==> src/hw/rtl/disk_arm_seek_scheduler_core_assert.svh <==
// assertion macros for the disk arm seek scheduler
`ifndef DISK_ARM_SEEK_SCHEDULER_CORE_ASSERT_SVH
`define DISK_ARM_SEEK_SCHEDULER_CORE_ASSERT_SVH

// same-cycle implication
`define DASC_ASSERT_NOW(lbl, ante, cons) \
  lbl: assert property (@(posedge clk) disable iff (rst) (ante) |-> (cons)) \
    else $error("dasc assertion failed");

// next-cycle implication
`define DASC_ASSERT_NEXT(lbl, ante, cons) \
  lbl: assert property (@(posedge clk) disable iff (rst) (ante) |=> (cons)) \
    else $error("dasc assertion failed");

`endif

==> src/hw/rtl/dasc_pkg.sv <==
// types, constants and step table of the disk arm seek scheduler
package dasc_pkg;

  localparam int CYL_W = 12;
  localparam int MOV_W = 20;
  localparam int CC_W = 13;
  localparam int POL_W = 3;
  localparam int PH_W = 3;
  localparam int CFG_IDX_W = 2;
  localparam int MAX_REQUESTS_DEF = 32;
  localparam logic [MOV_W-1:0] MOVE_MAX = {MOV_W{1'b1}};
  localparam logic [CC_W-1:0] CC_MIN = CC_W'(2);
  localparam logic [CC_W-1:0] CC_MAX = CC_W'(1 << CYL_W);

  localparam logic [POL_W-1:0] POL_FCFS  = 3'd0;
  localparam logic [POL_W-1:0] POL_SSTF  = 3'd1;
  localparam logic [POL_W-1:0] POL_SCAN  = 3'd2;
  localparam logic [POL_W-1:0] POL_CSCAN = 3'd3;
  localparam logic [POL_W-1:0] POL_LOOK  = 3'd4;
  localparam logic [POL_W-1:0] POL_CLOOK = 3'd5;

  localparam logic [CFG_IDX_W-1:0] REG_POLICY = 2'd0;
  localparam logic [CFG_IDX_W-1:0] REG_START  = 2'd1;
  localparam logic [CFG_IDX_W-1:0] REG_DIR    = 2'd2;
  localparam logic [CFG_IDX_W-1:0] REG_CCOUNT = 2'd3;

  typedef struct packed {
    logic [CYL_W-1:0] request_cylinder;
    logic             last_request;
  } in_t;

  typedef struct packed {
    logic [CYL_W-1:0] served_cylinder;
    logic [MOV_W-1:0] movement_so_far;
    logic             last_served;
  } out_t;

  typedef enum logic [2:0] {
    S_LOAD, S_START, S_STEP, S_SCAN, S_PICK, S_FLUSH
  } state_t;

  typedef enum logic [1:0] {K_SWEEP, K_MOVE, K_END} kind_t;
  typedef enum logic [1:0] {SEL_FCFS, SEL_SSTF, SEL_ASC, SEL_DESC} sel_t;
  typedef enum logic [2:0] {R_ALL, R_GE, R_LT, R_LE, R_GT} rng_t;

  typedef struct packed {
    kind_t kind;
    sel_t  sel;
    rng_t  rng;
    logic  to_top;
  } step_t;

  function automatic step_t step_of(input logic [POL_W-1:0] pol, input logic up,
                                    input logic [PH_W-1:0] ph);
    step_t st;
    st.kind = K_END;
    st.sel = SEL_ASC;
    st.rng = R_ALL;
    st.to_top = 1'b0;
    if (ph == PH_W'(0) && (pol == POL_SCAN || pol == POL_CSCAN ||
                           pol == POL_LOOK || pol == POL_CLOOK)) begin
      st.kind = K_SWEEP;
      st.sel = up ? SEL_ASC : SEL_DESC;
      st.rng = up ? R_GE : R_LE;
    end else begin
      case (pol)
        POL_SSTF: begin
          if (ph == PH_W'(0)) begin
            st.kind = K_SWEEP;
            st.sel = SEL_SSTF;
          end
        end
        POL_SCAN: begin
          if (ph == PH_W'(1)) begin
            st.kind = K_MOVE;
            st.to_top = up;
          end else if (ph == PH_W'(2)) begin
            st.kind = K_SWEEP;
            st.sel = up ? SEL_DESC : SEL_ASC;
            st.rng = up ? R_LT : R_GT;
          end
        end
        POL_CSCAN: begin
          if (ph == PH_W'(1) || ph == PH_W'(2)) begin
            st.kind = K_MOVE;
            st.to_top = (ph == PH_W'(1)) ? up : !up;
          end else if (ph == PH_W'(3)) begin
            st.kind = K_SWEEP;
            st.sel = up ? SEL_ASC : SEL_DESC;
            st.rng = up ? R_LT : R_GT;
          end
        end
        POL_LOOK: begin
          if (ph == PH_W'(1)) begin
            st.kind = K_SWEEP;
            st.sel = up ? SEL_DESC : SEL_ASC;
            st.rng = up ? R_LT : R_GT;
          end
        end
        POL_CLOOK: begin
          if (ph == PH_W'(1)) begin
            st.kind = K_SWEEP;
            st.sel = up ? SEL_ASC : SEL_DESC;
            st.rng = up ? R_LT : R_GT;
          end
        end
        default: begin
          if (ph == PH_W'(0)) begin
            st.kind = K_SWEEP;
            st.sel = SEL_FCFS;
          end
        end
      endcase
    end
    return st;
  endfunction

  // saturating add of the distance between two cylinders
  function automatic logic [MOV_W-1:0] mov_add(input logic [MOV_W-1:0] m,
                                               input logic [CYL_W-1:0] a,
                                               input logic [CYL_W-1:0] b);
    logic [CYL_W-1:0] d;
    logic [MOV_W:0] s;
    d = (a > b) ? (a - b) : (b - a);
    s = {1'b0, m} + (MOV_W + 1)'(d);
    return s[MOV_W] ? MOVE_MAX : s[MOV_W-1:0];
  endfunction

endpackage

==> src/hw/rtl/disk_arm_seek_scheduler_core.sv <==
// disk arm seek scheduler: request store, sweep sequencer and result register
//
//   channel  direction  payload        transfer when
//   in       sink       dasc_pkg::in_t  in_valid && in_ready
//   out      source     dasc_pkg::out_t out_valid && out_ready
//   cfg      sink       index, data     cfg_valid && cfg_ready
//
// loading takes one cycle per request; the batch is scheduled after the last one
// each result takes a step state, one read of the single request memory port per
// entry, the drain of the registered read data, and a pick state
// each sweep ends with one scan that finds no candidate; each end-of-stroke or wrap
// move is made in a step state; a batch also passes the start state, end step and flush
// no requests are taken while a batch is scheduled; out stalls hold the sequencer
// reset empties the batch and loads the register defaults
module disk_arm_seek_scheduler_core #(
  parameter int MAX_REQUESTS = dasc_pkg::MAX_REQUESTS_DEF
) (
  input  logic                               clk,
  input  logic                               rst,
  input  logic                               in_valid,
  output logic                               in_ready,
  input  dasc_pkg::in_t                      in_data,
  output logic                               out_valid,
  input  logic                               out_ready,
  output dasc_pkg::out_t                     out_data,
  input  logic                               cfg_valid,
  output logic                               cfg_ready,
  input  logic [dasc_pkg::CFG_IDX_W-1:0]     cfg_index,
  input  logic [dasc_pkg::CC_W-1:0]          cfg_data
);

  localparam int IDX_W = (MAX_REQUESTS > 1) ? $clog2(MAX_REQUESTS) : 1;
  localparam int CNT_W = $clog2(MAX_REQUESTS + 1);
  localparam logic [CNT_W-1:0] CNT_MAX = CNT_W'(MAX_REQUESTS);

  dasc_pkg::state_t state, state_next;

  logic [dasc_pkg::POL_W-1:0] policy_mode;
  logic [dasc_pkg::CYL_W-1:0] start_position;
  logic                       start_direction;
  logic [dasc_pkg::CC_W-1:0]  cylinder_count;

  logic [dasc_pkg::CYL_W-1:0] mem [MAX_REQUESTS];
  logic [dasc_pkg::CYL_W-1:0] mem_q;

  logic [CNT_W-1:0]           cnt;
  logic [MAX_REQUESTS-1:0]    served;
  logic [dasc_pkg::CYL_W-1:0] head;
  logic [dasc_pkg::MOV_W-1:0] mov;
  logic [dasc_pkg::PH_W-1:0]  ph;
  logic [CNT_W-1:0]           rd_idx;
  logic                       rd_v;
  logic [IDX_W-1:0]           rd_i;
  logic                       found;
  logic [IDX_W-1:0]           best_idx;
  logic [dasc_pkg::CYL_W-1:0] best_v;
  logic [dasc_pkg::CYL_W-1:0] best_d;
  logic                       pend_valid;
  logic [dasc_pkg::CYL_W-1:0] pend_cyl;
  logic [dasc_pkg::MOV_W-1:0] pend_mov;

  logic [dasc_pkg::CC_W-1:0]  cc_c;
  logic [dasc_pkg::CYL_W-1:0] top;
  logic [dasc_pkg::CYL_W-1:0] s_pos;
  logic [dasc_pkg::CYL_W-1:0] in_cyl;
  dasc_pkg::step_t            st;
  logic [dasc_pkg::CYL_W-1:0] cand_d;
  logic                       rng_ok;
  logic                       better;
  logic                       cand;
  logic                       scan_done;
  logic                       out_free;
  logic                       in_xfer;
  logic                       issue;
  logic                       emit;

  assign cc_c = (cylinder_count < dasc_pkg::CC_MIN) ? dasc_pkg::CC_MIN :
                (cylinder_count > dasc_pkg::CC_MAX) ? dasc_pkg::CC_MAX : cylinder_count;
  assign top = dasc_pkg::CYL_W'(cc_c - dasc_pkg::CC_W'(1));
  assign s_pos = (start_position > top) ? top : start_position;
  assign in_cyl = (in_data.request_cylinder > top) ? top : in_data.request_cylinder;
  assign st = dasc_pkg::step_of(policy_mode, start_direction, ph);
  assign in_xfer = in_valid && in_ready;
  assign out_free = !out_valid || out_ready;
  assign scan_done = (rd_idx == cnt) && !rd_v;
  assign cfg_ready = 1'b1;

  always_comb begin
    case (st.rng)
      dasc_pkg::R_GE: rng_ok = mem_q >= s_pos;
      dasc_pkg::R_LT: rng_ok = mem_q < s_pos;
      dasc_pkg::R_LE: rng_ok = mem_q <= s_pos;
      dasc_pkg::R_GT: rng_ok = mem_q > s_pos;
      default:        rng_ok = 1'b1;
    endcase
  end

  assign cand_d = (mem_q > head) ? (mem_q - head) : (head - mem_q);

  always_comb begin
    case (st.sel)
      dasc_pkg::SEL_SSTF: better = !found || (cand_d < best_d);
      dasc_pkg::SEL_ASC:  better = !found || (mem_q < best_v);
      dasc_pkg::SEL_DESC: better = !found || (mem_q >= best_v);
      default:            better = !found;
    endcase
  end

  assign cand = rd_v && !served[rd_i] && rng_ok && better;

  // next state
  always_comb begin
    state_next = state;
    case (state)
      dasc_pkg::S_LOAD: begin
        if (in_xfer && in_data.last_request) state_next = dasc_pkg::S_START;
      end
      dasc_pkg::S_START: state_next = dasc_pkg::S_STEP;
      dasc_pkg::S_STEP: begin
        case (st.kind)
          dasc_pkg::K_SWEEP: state_next = dasc_pkg::S_SCAN;
          dasc_pkg::K_MOVE:  state_next = dasc_pkg::S_STEP;
          default:           state_next = dasc_pkg::S_FLUSH;
        endcase
      end
      dasc_pkg::S_SCAN: begin
        if (scan_done) state_next = dasc_pkg::S_PICK;
      end
      dasc_pkg::S_PICK: begin
        if (!found || out_free) state_next = dasc_pkg::S_STEP;
      end
      dasc_pkg::S_FLUSH: begin
        if (out_free) state_next = dasc_pkg::S_LOAD;
      end
      default: state_next = dasc_pkg::S_LOAD;
    endcase
  end

  // outputs
  always_comb begin
    in_ready = (state == dasc_pkg::S_LOAD);
    issue = (state == dasc_pkg::S_SCAN) && (rd_idx != cnt);
    emit = out_free && pend_valid &&
           ((state == dasc_pkg::S_PICK && found) || (state == dasc_pkg::S_FLUSH));
  end

  always_ff @(posedge clk) begin
    if (rst) begin
      state <= dasc_pkg::S_LOAD;
    end else begin
      state <= state_next;
    end
  end

  always_ff @(posedge clk) begin
    if (rst) begin
      policy_mode <= dasc_pkg::POL_FCFS;
      start_position <= '0;
      start_direction <= 1'b1;
      cylinder_count <= dasc_pkg::CC_MAX;
    end else if (cfg_valid && cfg_ready) begin
      case (cfg_index)
        dasc_pkg::REG_POLICY: policy_mode <= cfg_data[dasc_pkg::POL_W-1:0];
        dasc_pkg::REG_START:  start_position <= cfg_data[dasc_pkg::CYL_W-1:0];
        dasc_pkg::REG_DIR:    start_direction <= cfg_data[0];
        dasc_pkg::REG_CCOUNT: cylinder_count <= cfg_data;
        default: ;
      endcase
    end
  end

  // request memory
  always_ff @(posedge clk) begin
    if (in_xfer && cnt < CNT_MAX) mem[cnt[IDX_W-1:0]] <= in_cyl;
    mem_q <= mem[rd_idx[IDX_W-1:0]];
  end

  always_ff @(posedge clk) begin
    if (rst) begin
      cnt <= '0;
      served <= '0;
      head <= '0;
      mov <= '0;
      ph <= '0;
      rd_idx <= '0;
      rd_v <= 1'b0;
      found <= 1'b0;
      pend_valid <= 1'b0;
      out_valid <= 1'b0;
    end else begin
      if (emit) begin
        out_valid <= 1'b1;
      end else if (out_ready) begin
        out_valid <= 1'b0;
      end
      rd_v <= issue;
      case (state)
        dasc_pkg::S_LOAD: begin
          if (in_xfer && cnt < CNT_MAX) cnt <= cnt + CNT_W'(1);
        end
        dasc_pkg::S_START: begin
          head <= s_pos;
          mov <= '0;
          ph <= '0;
          pend_valid <= 1'b0;
        end
        dasc_pkg::S_STEP: begin
          rd_idx <= '0;
          found <= 1'b0;
          if (st.kind == dasc_pkg::K_MOVE) begin
            mov <= dasc_pkg::mov_add(mov, head, st.to_top ? top : '0);
            head <= st.to_top ? top : '0;
            ph <= ph + dasc_pkg::PH_W'(1);
          end
        end
        dasc_pkg::S_SCAN: begin
          if (issue) rd_idx <= rd_idx + CNT_W'(1);
          if (cand) begin
            found <= 1'b1;
            best_idx <= rd_i;
            best_v <= mem_q;
            best_d <= cand_d;
          end
        end
        dasc_pkg::S_PICK: begin
          if (!found) begin
            ph <= ph + dasc_pkg::PH_W'(1);
          end else if (out_free) begin
            if (pend_valid) begin
              out_data.served_cylinder <= pend_cyl;
              out_data.movement_so_far <= pend_mov;
              out_data.last_served <= 1'b0;
            end
            pend_valid <= 1'b1;
            pend_cyl <= best_v;
            pend_mov <= dasc_pkg::mov_add(mov, head, best_v);
            mov <= dasc_pkg::mov_add(mov, head, best_v);
            head <= best_v;
            served[best_idx] <= 1'b1;
          end
        end
        dasc_pkg::S_FLUSH: begin
          if (out_free) begin
            if (pend_valid) begin
              out_data.served_cylinder <= pend_cyl;
              out_data.movement_so_far <= mov;
              out_data.last_served <= 1'b1;
            end
            pend_valid <= 1'b0;
            served <= '0;
            cnt <= '0;
          end
        end
        default: ;
      endcase
    end
  end

  always_ff @(posedge clk) begin
    rd_i <= rd_idx[IDX_W-1:0];
  end

`include "disk_arm_seek_scheduler_core_assert.svh"

  `DASC_ASSERT_NOW(a_cnt_bound, 1'b1, cnt <= CNT_MAX)
  `DASC_ASSERT_NOW(a_load_only_last, state == dasc_pkg::S_LOAD && out_valid,
                   out_data.last_served)
  `DASC_ASSERT_NEXT(a_flush_last, state == dasc_pkg::S_FLUSH && out_free && pend_valid,
                    out_valid && out_data.last_served && state == dasc_pkg::S_LOAD)
  `DASC_ASSERT_NEXT(a_pick_marks, state == dasc_pkg::S_PICK && found && out_free,
                    served[$past(best_idx)] && pend_valid)

endmodule
==> config.mk <==
export PLATFORM = sky130hd
export DESIGN_NAME = disk_arm_seek_scheduler_core
export DESIGN_NICKNAME = d
export VERILOG_FILES = /design/src/hw/rtl/dasc_pkg.sv /design/src/hw/rtl/disk_arm_seek_scheduler_core.sv
export VERILOG_INCLUDE_DIRS = /design/src /design/src/hw/rtl
export SDC_FILE = /design/constraint.sdc
export NUM_CORES = 1
export LEC_CHECK = 0
export ABC_AREA = 1
export ABC_CLOCK_PERIOD_IN_PS = 6200
export BUFFER_PORTS_ARGS = -buffer_cell sky130_fd_sc_hd__clkbuf_2
export CORE_UTILIZATION = 41
export CTS_CLUSTER_DIAMETER = 50
export DETAILED_ROUTE_END_ITERATION = 7
export PLACE_DENSITY = 0.6
export SETUP_SLACK_MARGIN = 0.4
export SLEW_MARGIN = 20
export SYNTH_ARGS = -nofsm -noshare
export SYNTH_HDL_FRONTEND = slang
export SYNTH_SLANG_ARGS = --single-unit
export TNS_END_PERCENT = 1
==> constraint.sdc <==
create_clock -name clk -period 6.2 [get_ports clk]
set_clock_uncertainty 0.05 [all_clocks]
set_input_delay 0.62 -clock clk [delete_from_list [all_inputs] [get_ports clk]]
set_output_delay 0.62 -clock clk [all_outputs]
set_load 0.005 [all_outputs]
* Word level (Yosys, flattened, before mapping)
Memories as Yosys holds them, arrays and structs flattened. A register that Yosys moved wholly into a read port is not among the register bits.
Index checks and enable logic that the tools add are counted.
** Word-level totals
- Flip-flop bits (word level) :: 214
- RAM bits :: 384
- Bits of input ports :: 33
- Logic and storage cells :: 229
- Memories :: 1
** Memory list
- mem :: words 32, width 12, read ports 1, clocked after memory_dff 1, write ports 1, line disk_arm_seek_scheduler_core.sv:43 : logic [dasc_pkg::CYL_W-1:0] mem [MAX_REQUESTS];
** Cells by class
- Add/subtract/negate cells :: 12
- $lt $le $gt $ge :: 18
- Equality and inequality tests :: 39
- Muxes and demuxes :: 80
- Bitwise operators :: 2
- Reduce and logical (&&, ||, !) cells :: 53
** Operators by type and width (count)
- 2-to-1 mux 33 bit :: 5
- 2-to-1 mux 12 bit :: 11
- 2-to-1 mux 20 bit :: 5
- 2-to-1 mux 32 bit :: 3
- greater-than comparator 12 bit :: 6
- subtractor 12 bit :: 6
- one-hot mux 33 bit (2 select lines) :: 1
- one-hot mux 32 bit (2 select lines) :: 1
- one-hot mux 20 bit (3 select lines) :: 1
- adder 20 x 12 -> 21 bit :: 2
- less-than comparator 12 bit :: 3
- one-hot mux 12 bit (3 select lines) :: 1
- 2-to-1 mux 7 bit :: 5
- bitwise OR 32 bit :: 1
- equality test 3 x 2 -> 1 bit, second input constant :: 8
- >= comparator 12 bit :: 2
- one-hot mux 6 bit (2 select lines) :: 2
- != test 2 bit, second input constant :: 11
- 2-to-1 mux 3 bit :: 7
- one-hot mux 4 bit (5 select lines) :: 1
- AND reduction 4 bit :: 5
- 2-to-1 mux 6 bit :: 3
- one-hot mux 3 bit (6 select lines) :: 1
- 2-to-1 mux 1 bit :: 16
- 38 further kinds :: 97

* Logic depth before layout (Yosys ltp)
- Word-level depth :: 13
- Mapped depth :: 44

* Worst setup path after synthesis
OpenSTA, ideal clock, no wires.
- Path type :: register to register
- Start point :: register cylinder_count[6] (netlist name)
- End point :: register mov[2] (netlist name)
- Arrival :: 5.304 ns
- Required time :: 6.018 ns
- Slack :: 0.713 ns
- Stages on the path, launching flop included :: 42
- Clock period less this slack :: 5.487 ns
- Cells stage by stage :: dfxtp_1 > nor2_1 > nand2_1 > nor2_2 > nand2_2 > nand2_4 > nand2_1 > nand2_1 > inv_1 > ha_1 > inv_1 > a21oi_4 > nand2_1 > inv_2 > nand3_1 > xnor2_1 > nor2_1 > ha_1 > [... 6 more ...] > nand2_1 > a32oi_1 > o22ai_1 > nor2_1 > xor2_1 > inv_1 > ha_1 > a21oi_1 > o21ai_1 > a21boi_0 > o21ai_2 > nand2_1 > inv_1 > buf_2 > o21ai_0 > nand2_1 > nand2_1 > a21oi_1
** On the way
- Longest elaborated chain between the ends :: 11
- Elaborated cells between the ends (all ways) :: 14
- Those cells by class :: add/sub (4); order compare (3); mux (7)
** Ends and longest elaborated chain
- start: declaration :: line disk_arm_seek_scheduler_core.sv:41 : logic [dasc_pkg::CC_W-1:0] cylinder_count;
- start signal: assignment :: line disk_arm_seek_scheduler_core.sv:160 : cylinder_count <= dasc_pkg::CC_MAX;
- start signal: assignment :: line disk_arm_seek_scheduler_core.sv:166 : dasc_pkg::REG_CCOUNT: cylinder_count <= cfg_data;
- greater-than comparator 13 bit :: line disk_arm_seek_scheduler_core.sv:78 : (cylinder_count > dasc_pkg::CC_MAX) ? dasc_pkg::CC_MAX : cylinder_count;
- 2-to-1 mux 12 bit :: line disk_arm_seek_scheduler_core.sv:78
- 2-to-1 mux 12 bit * :: line disk_arm_seek_scheduler_core.sv:77 : assign cc_c = (cylinder_count < dasc_pkg::CC_MIN) ? dasc_pkg::CC_MIN :
- subtractor 12 x 1 -> 12 bit * :: line disk_arm_seek_scheduler_core.sv:79 : assign top = dasc_pkg::CYL_W'(cc_c - dasc_pkg::CC_W'(1));
- 2-to-1 mux 12 bit * :: line disk_arm_seek_scheduler_core.sv:211 : mov <= dasc_pkg::mov_add(mov, head, st.to_top ? top : '0);
- subtractor 12 bit or greater-than comparator 12 bit (tied branches) :: line dasc_pkg.sv:124 : d = (a > b) ? (a - b) : (b - a);
- 2-to-1 mux 12 bit * :: line dasc_pkg.sv:124
- adder 20 x 12 -> 21 bit * :: line dasc_pkg.sv:125 : s = {1'b0, m} + (MOV_W + 1)'(d);
- 2-to-1 mux 20 bit * :: line dasc_pkg.sv:126 : return s[MOV_W] ? MOVE_MAX : s[MOV_W-1:0];
- 2-to-1 mux 20 bit * :: line disk_arm_seek_scheduler_core.sv:210 : if (st.kind == dasc_pkg::K_MOVE) begin
- one-hot mux 20 bit (3 select lines) * :: line disk_arm_seek_scheduler_core.sv:197 : case (state)
- end signal: assignment :: line disk_arm_seek_scheduler_core.sv:211
- end signal: assignment :: line disk_arm_seek_scheduler_core.sv:237 : mov <= dasc_pkg::mov_add(mov, head, best_v);
- end: declaration :: line disk_arm_seek_scheduler_core.sv:49 : logic [dasc_pkg::MOV_W-1:0] mov;
Mark *: on every way between the ends. The rest lies on a longest branch, timed or not. The select of a mux whose other input is x is not followed.
A chain may end at the register's enable or synchronous reset.

* Final worst setup path
- Start point :: register cylinder_count[5] (netlist name)
- End point :: register mov[13] (netlist name)
Same word-level chain as after synthesis.

==> impl_metrics.ini <==
[status]
status = finished with violations
violations = design-rule violations

[worst_setup_path]
reg2reg_depth = 43
ff2ff_setup_slack_ns = 0.75
r2r-start = cylinder_count[5]
endpoint_kind = flip-flop
crit_slowest_cell = dfxtp_4
worst-path-max-fanout = 10
arrival_ns = 5.97
worstPathRequired_ns = 6.72
start_kind = flip-flop
crit_type = reg2reg
slowest_delay_ns = 0.37
reg2reg_to = mov[13]
crit_top_cell = nand2_1

[drt]
routed_wl_mm = 84.8
dr.pass1.iters = 8
post_drt_wl_per_cell_um = 19.7
vias_per_cell = 5.42
final_antenna_net_count = 0
drtIter0Drc = 1944
vias = 23315
drc = 5

[floorplan]
die_h_um = 274
num_rows = 99
initial_core_util_pct = 41.5
die_w_um = 274
io_pins = 69
die_area_um2 = 75300
coreArea_um2 = 73200

[place]
io_buffers = 67
dp_cells = 4140
post_dp_cell_area_um2 = 32100
dpl.hpwl_mm = 56.3
place.gp.congestion = 0.933

[finish]
drive_gt1_share_pct = 12.4
stdcell_area_um2 = 35200
areaGrowthSynthToFinish_pct = 15.7
final_nets = 3481
fin_cells = 4298
num_antenna_cells = 0
utilization_pct = 48.1

[synth]
syn_area_um2 = 30400
synth_ff_type = edfxtp_1
synth.avg_cell_area_um2 = 9.58
ys_async_sr_fraction_pct = 0
ys_types = 59
yosys_register_bits = 610
ys_seq_area_share_pct = 55.9
synth_edf_count = 478
syn-num-nets = 3376
yosys_warnings = 0
syn_inst = 3173

[worst_hold_path]
worstHoldStart = cfg_data[12]
hold_path_depth = 3
hold_path.class = in2reg
min_to = cylinder_count[12]

[job]
cap_violations = 0

[power_and_ir_drop]
vdd_drop_max_uv = 281
powerDensity_nw_per_um2 = 465
fin_total_pwr_mw = 16.4
p_leak_nw = 13.7

[global_routing]
grt_usage_pct = 22.3
grt_start_max_net_pins = 98
grt_pass1_wl_mm = 129
antenna_found_initial = 0
first_global_vias = 21790
grt_overflow = 0

[sta]
timing.final.crit_share_pct = 87.9
tns_ns = 0
setup_violations = 0
hold_viol_final = 0
slew_viol_final = 0
fmax_ghz = 0.184
worst_slew_pin_slew_ns = 1.09
max_slew_margin_pct = 27.3
finalCriticalPeriod_ns = 5.45
rsz0062_at_grt = yes

[cts]
htreeDepth = 3
path_clk_slew_ns = 0.06
clockBufferDepth = 3
cts_tree = yes
root_buffer = clkbuf_16
clock-sinks = 610
insertion_delay_ns = 0.64
numCtsBuffers = 77
power by group:
group	leakage (nW)	internal [mW]	switching, mW	total (mW)
sequential	5.41	4.84	0.291	5.13
combinational	7.01	2.32	4.39	6.71
clock	1.26	2.64	1.87	4.52
total	13.7	9.80	6.56	16.4
cells in the final DEF (no fill, tap or decap), types with 12 or more instances in the layout:
master	instances
nand2_1	486
edfxtp_1	478
o21ai_0	366
nor2_1	350
inv_1	284
a21oi_1	222
ha_1	153
dfxtp_1	119
nand3_1	114
buf_4	93
clkbuf_16	79
o22ai_1	70
clkbuf_2	67
o221ai_1	48
xor2_1	41
nor3_1	27
nand4_1	27
nor2_2	26
o211ai_1	16
clkinv_1	15
o21ai_2	15
clkbuf_1	12
cells in the mapped netlist, types with 3 or more instances:
master | count | area [µm²]
a211oi_1 | 10 | 75.1
a21o_1 | 6 | 45.0
a21oi_1 | 231 | 1160
a221oi_1 | 11 | 96.3
a22oi_1 | 3 | 22.5
a31oi_1 | 3 | 18.8
buf_1 | 4 | 15.0
buf_2 | 9 | 45.0
clkbuf_1 | 120 | 450
clkinv_1 | 6 | 22.5
dfxtp_1 | 132 | 2640
edfxtp_1 | 478 | 14400
fa_1 | 8 | 160
ha_1 | 162 | 2030
inv_1 | 289 | 1080
inv_2 | 3 | 11.3
mux2i_1 | 3 | 30.0
nand2_1 | 494 | 1850
nand2_2 | 3 | 18.8
nand3_1 | 117 | 586
nand3_2 | 5 | 50.1
nand3b_1 | 3 | 22.5
nand4_1 | 27 | 169
nor2_1 | 378 | 1420
nor2_2 | 3 | 18.8
nor3_1 | 29 | 145
nor4_1 | 5 | 31.3
o2111ai_1 | 3 | 26.3
o211ai_1 | 16 | 120
o21ai_0 | 375 | 1880
o21ai_1 | 17 | 85.1
o21bai_1 | 5 | 37.5
o221ai_1 | 48 | 420
o22ai_1 | 70 | 438
o31ai_1 | 3 | 22.5
or2_2 | 11 | 68.8
xnor2_1 | 14 | 123
xor2_1 | 41 | 359
logic make-up after synthesis:
kind of cell,synth area share [%]
and+or+nand+nor,14.6
AOI/OAI and AO/OA,15.1
DFF,55.9
buffers and inverters,5.48
adders and majority gates,7.19
xor gates and xnor gates,1.58
muxes,0.0988
other,0.0123
worst max path at each step:
stage / to / start / cells after the start
after floorplan: mov[2] / cylinder_count[6] / 41
after global placement: mov[6] / ph[1] / 39
after detailed placement: mov[3] / ph[1] / 39
after CTS: mov[13] / ph[1] / 39
after global routing: mov[17] / cylinder_count[5] / 43
final: mov[13] / cylinder_count[5] / 43
metrics by stage:
step | setup WS [ns] | hold slack [ns]
detailed placement | 0.0958 | 0.351
floorplan | 0.713 | 0.279
global route | 0.321 | 0.184
CTS | 0.429 | 0.150
global placement | 0.275 | 0.354
finish | 0.753 | 0.182
worst max-delay path, delay by kind of cell (launching register included):
family,cells,cell delay [ns]
simple gates,17,1.52
compound gates,13,1.72
xor+xnor,2,0.30
fa+ha+maj,3,0.64
flops,1,0.37
buf+inv,8,0.78
registers in the layout (all words and copies together) (netlist names), 3 cells and up:
signal	flops
cylinder_count	13
mem	384
out_data	33
mov	20
best_d	12
state	3
ph	3
cnt	6
served	32
head	12
rd_i	5
pend_cyl	12
best_v	12
mem_q	12
policy_mode	3
rd_idx	6
pend_mov	20
start_position	12
best_idx	5
final cells by class:
class                      count  area [µm²]
fill                        6811       38000
sequential                   610       17000
multi-input combinational   2128       12100
clock buffer                  94        2060
tap                          959        1200
inverter                     298        1130
timing repair buffer         163        1090
clock inverter                46         538
routing by layer:
metal | vias to the layer above | track usage, % | routed length (µm)
met5 | - | 0 | 0
met4 | 0 | 7.46 | 2550
met3 | 141 | 2.97 | 4750
met2 | 690 | 36.5 | 39700
met1 | 11153 | 30.4 | 37800
li1 | 11331 | - | -
repair_timing:
action | CTS | global route
pin swaps | 2 | 18
setup endpoints to repair | 19 | 49
gates resized for setup | 13 | 82
setup buffers | 1 | 16
hold buffers | 0 | 0
No activity file was read; power rests on OpenSTA's default activity.
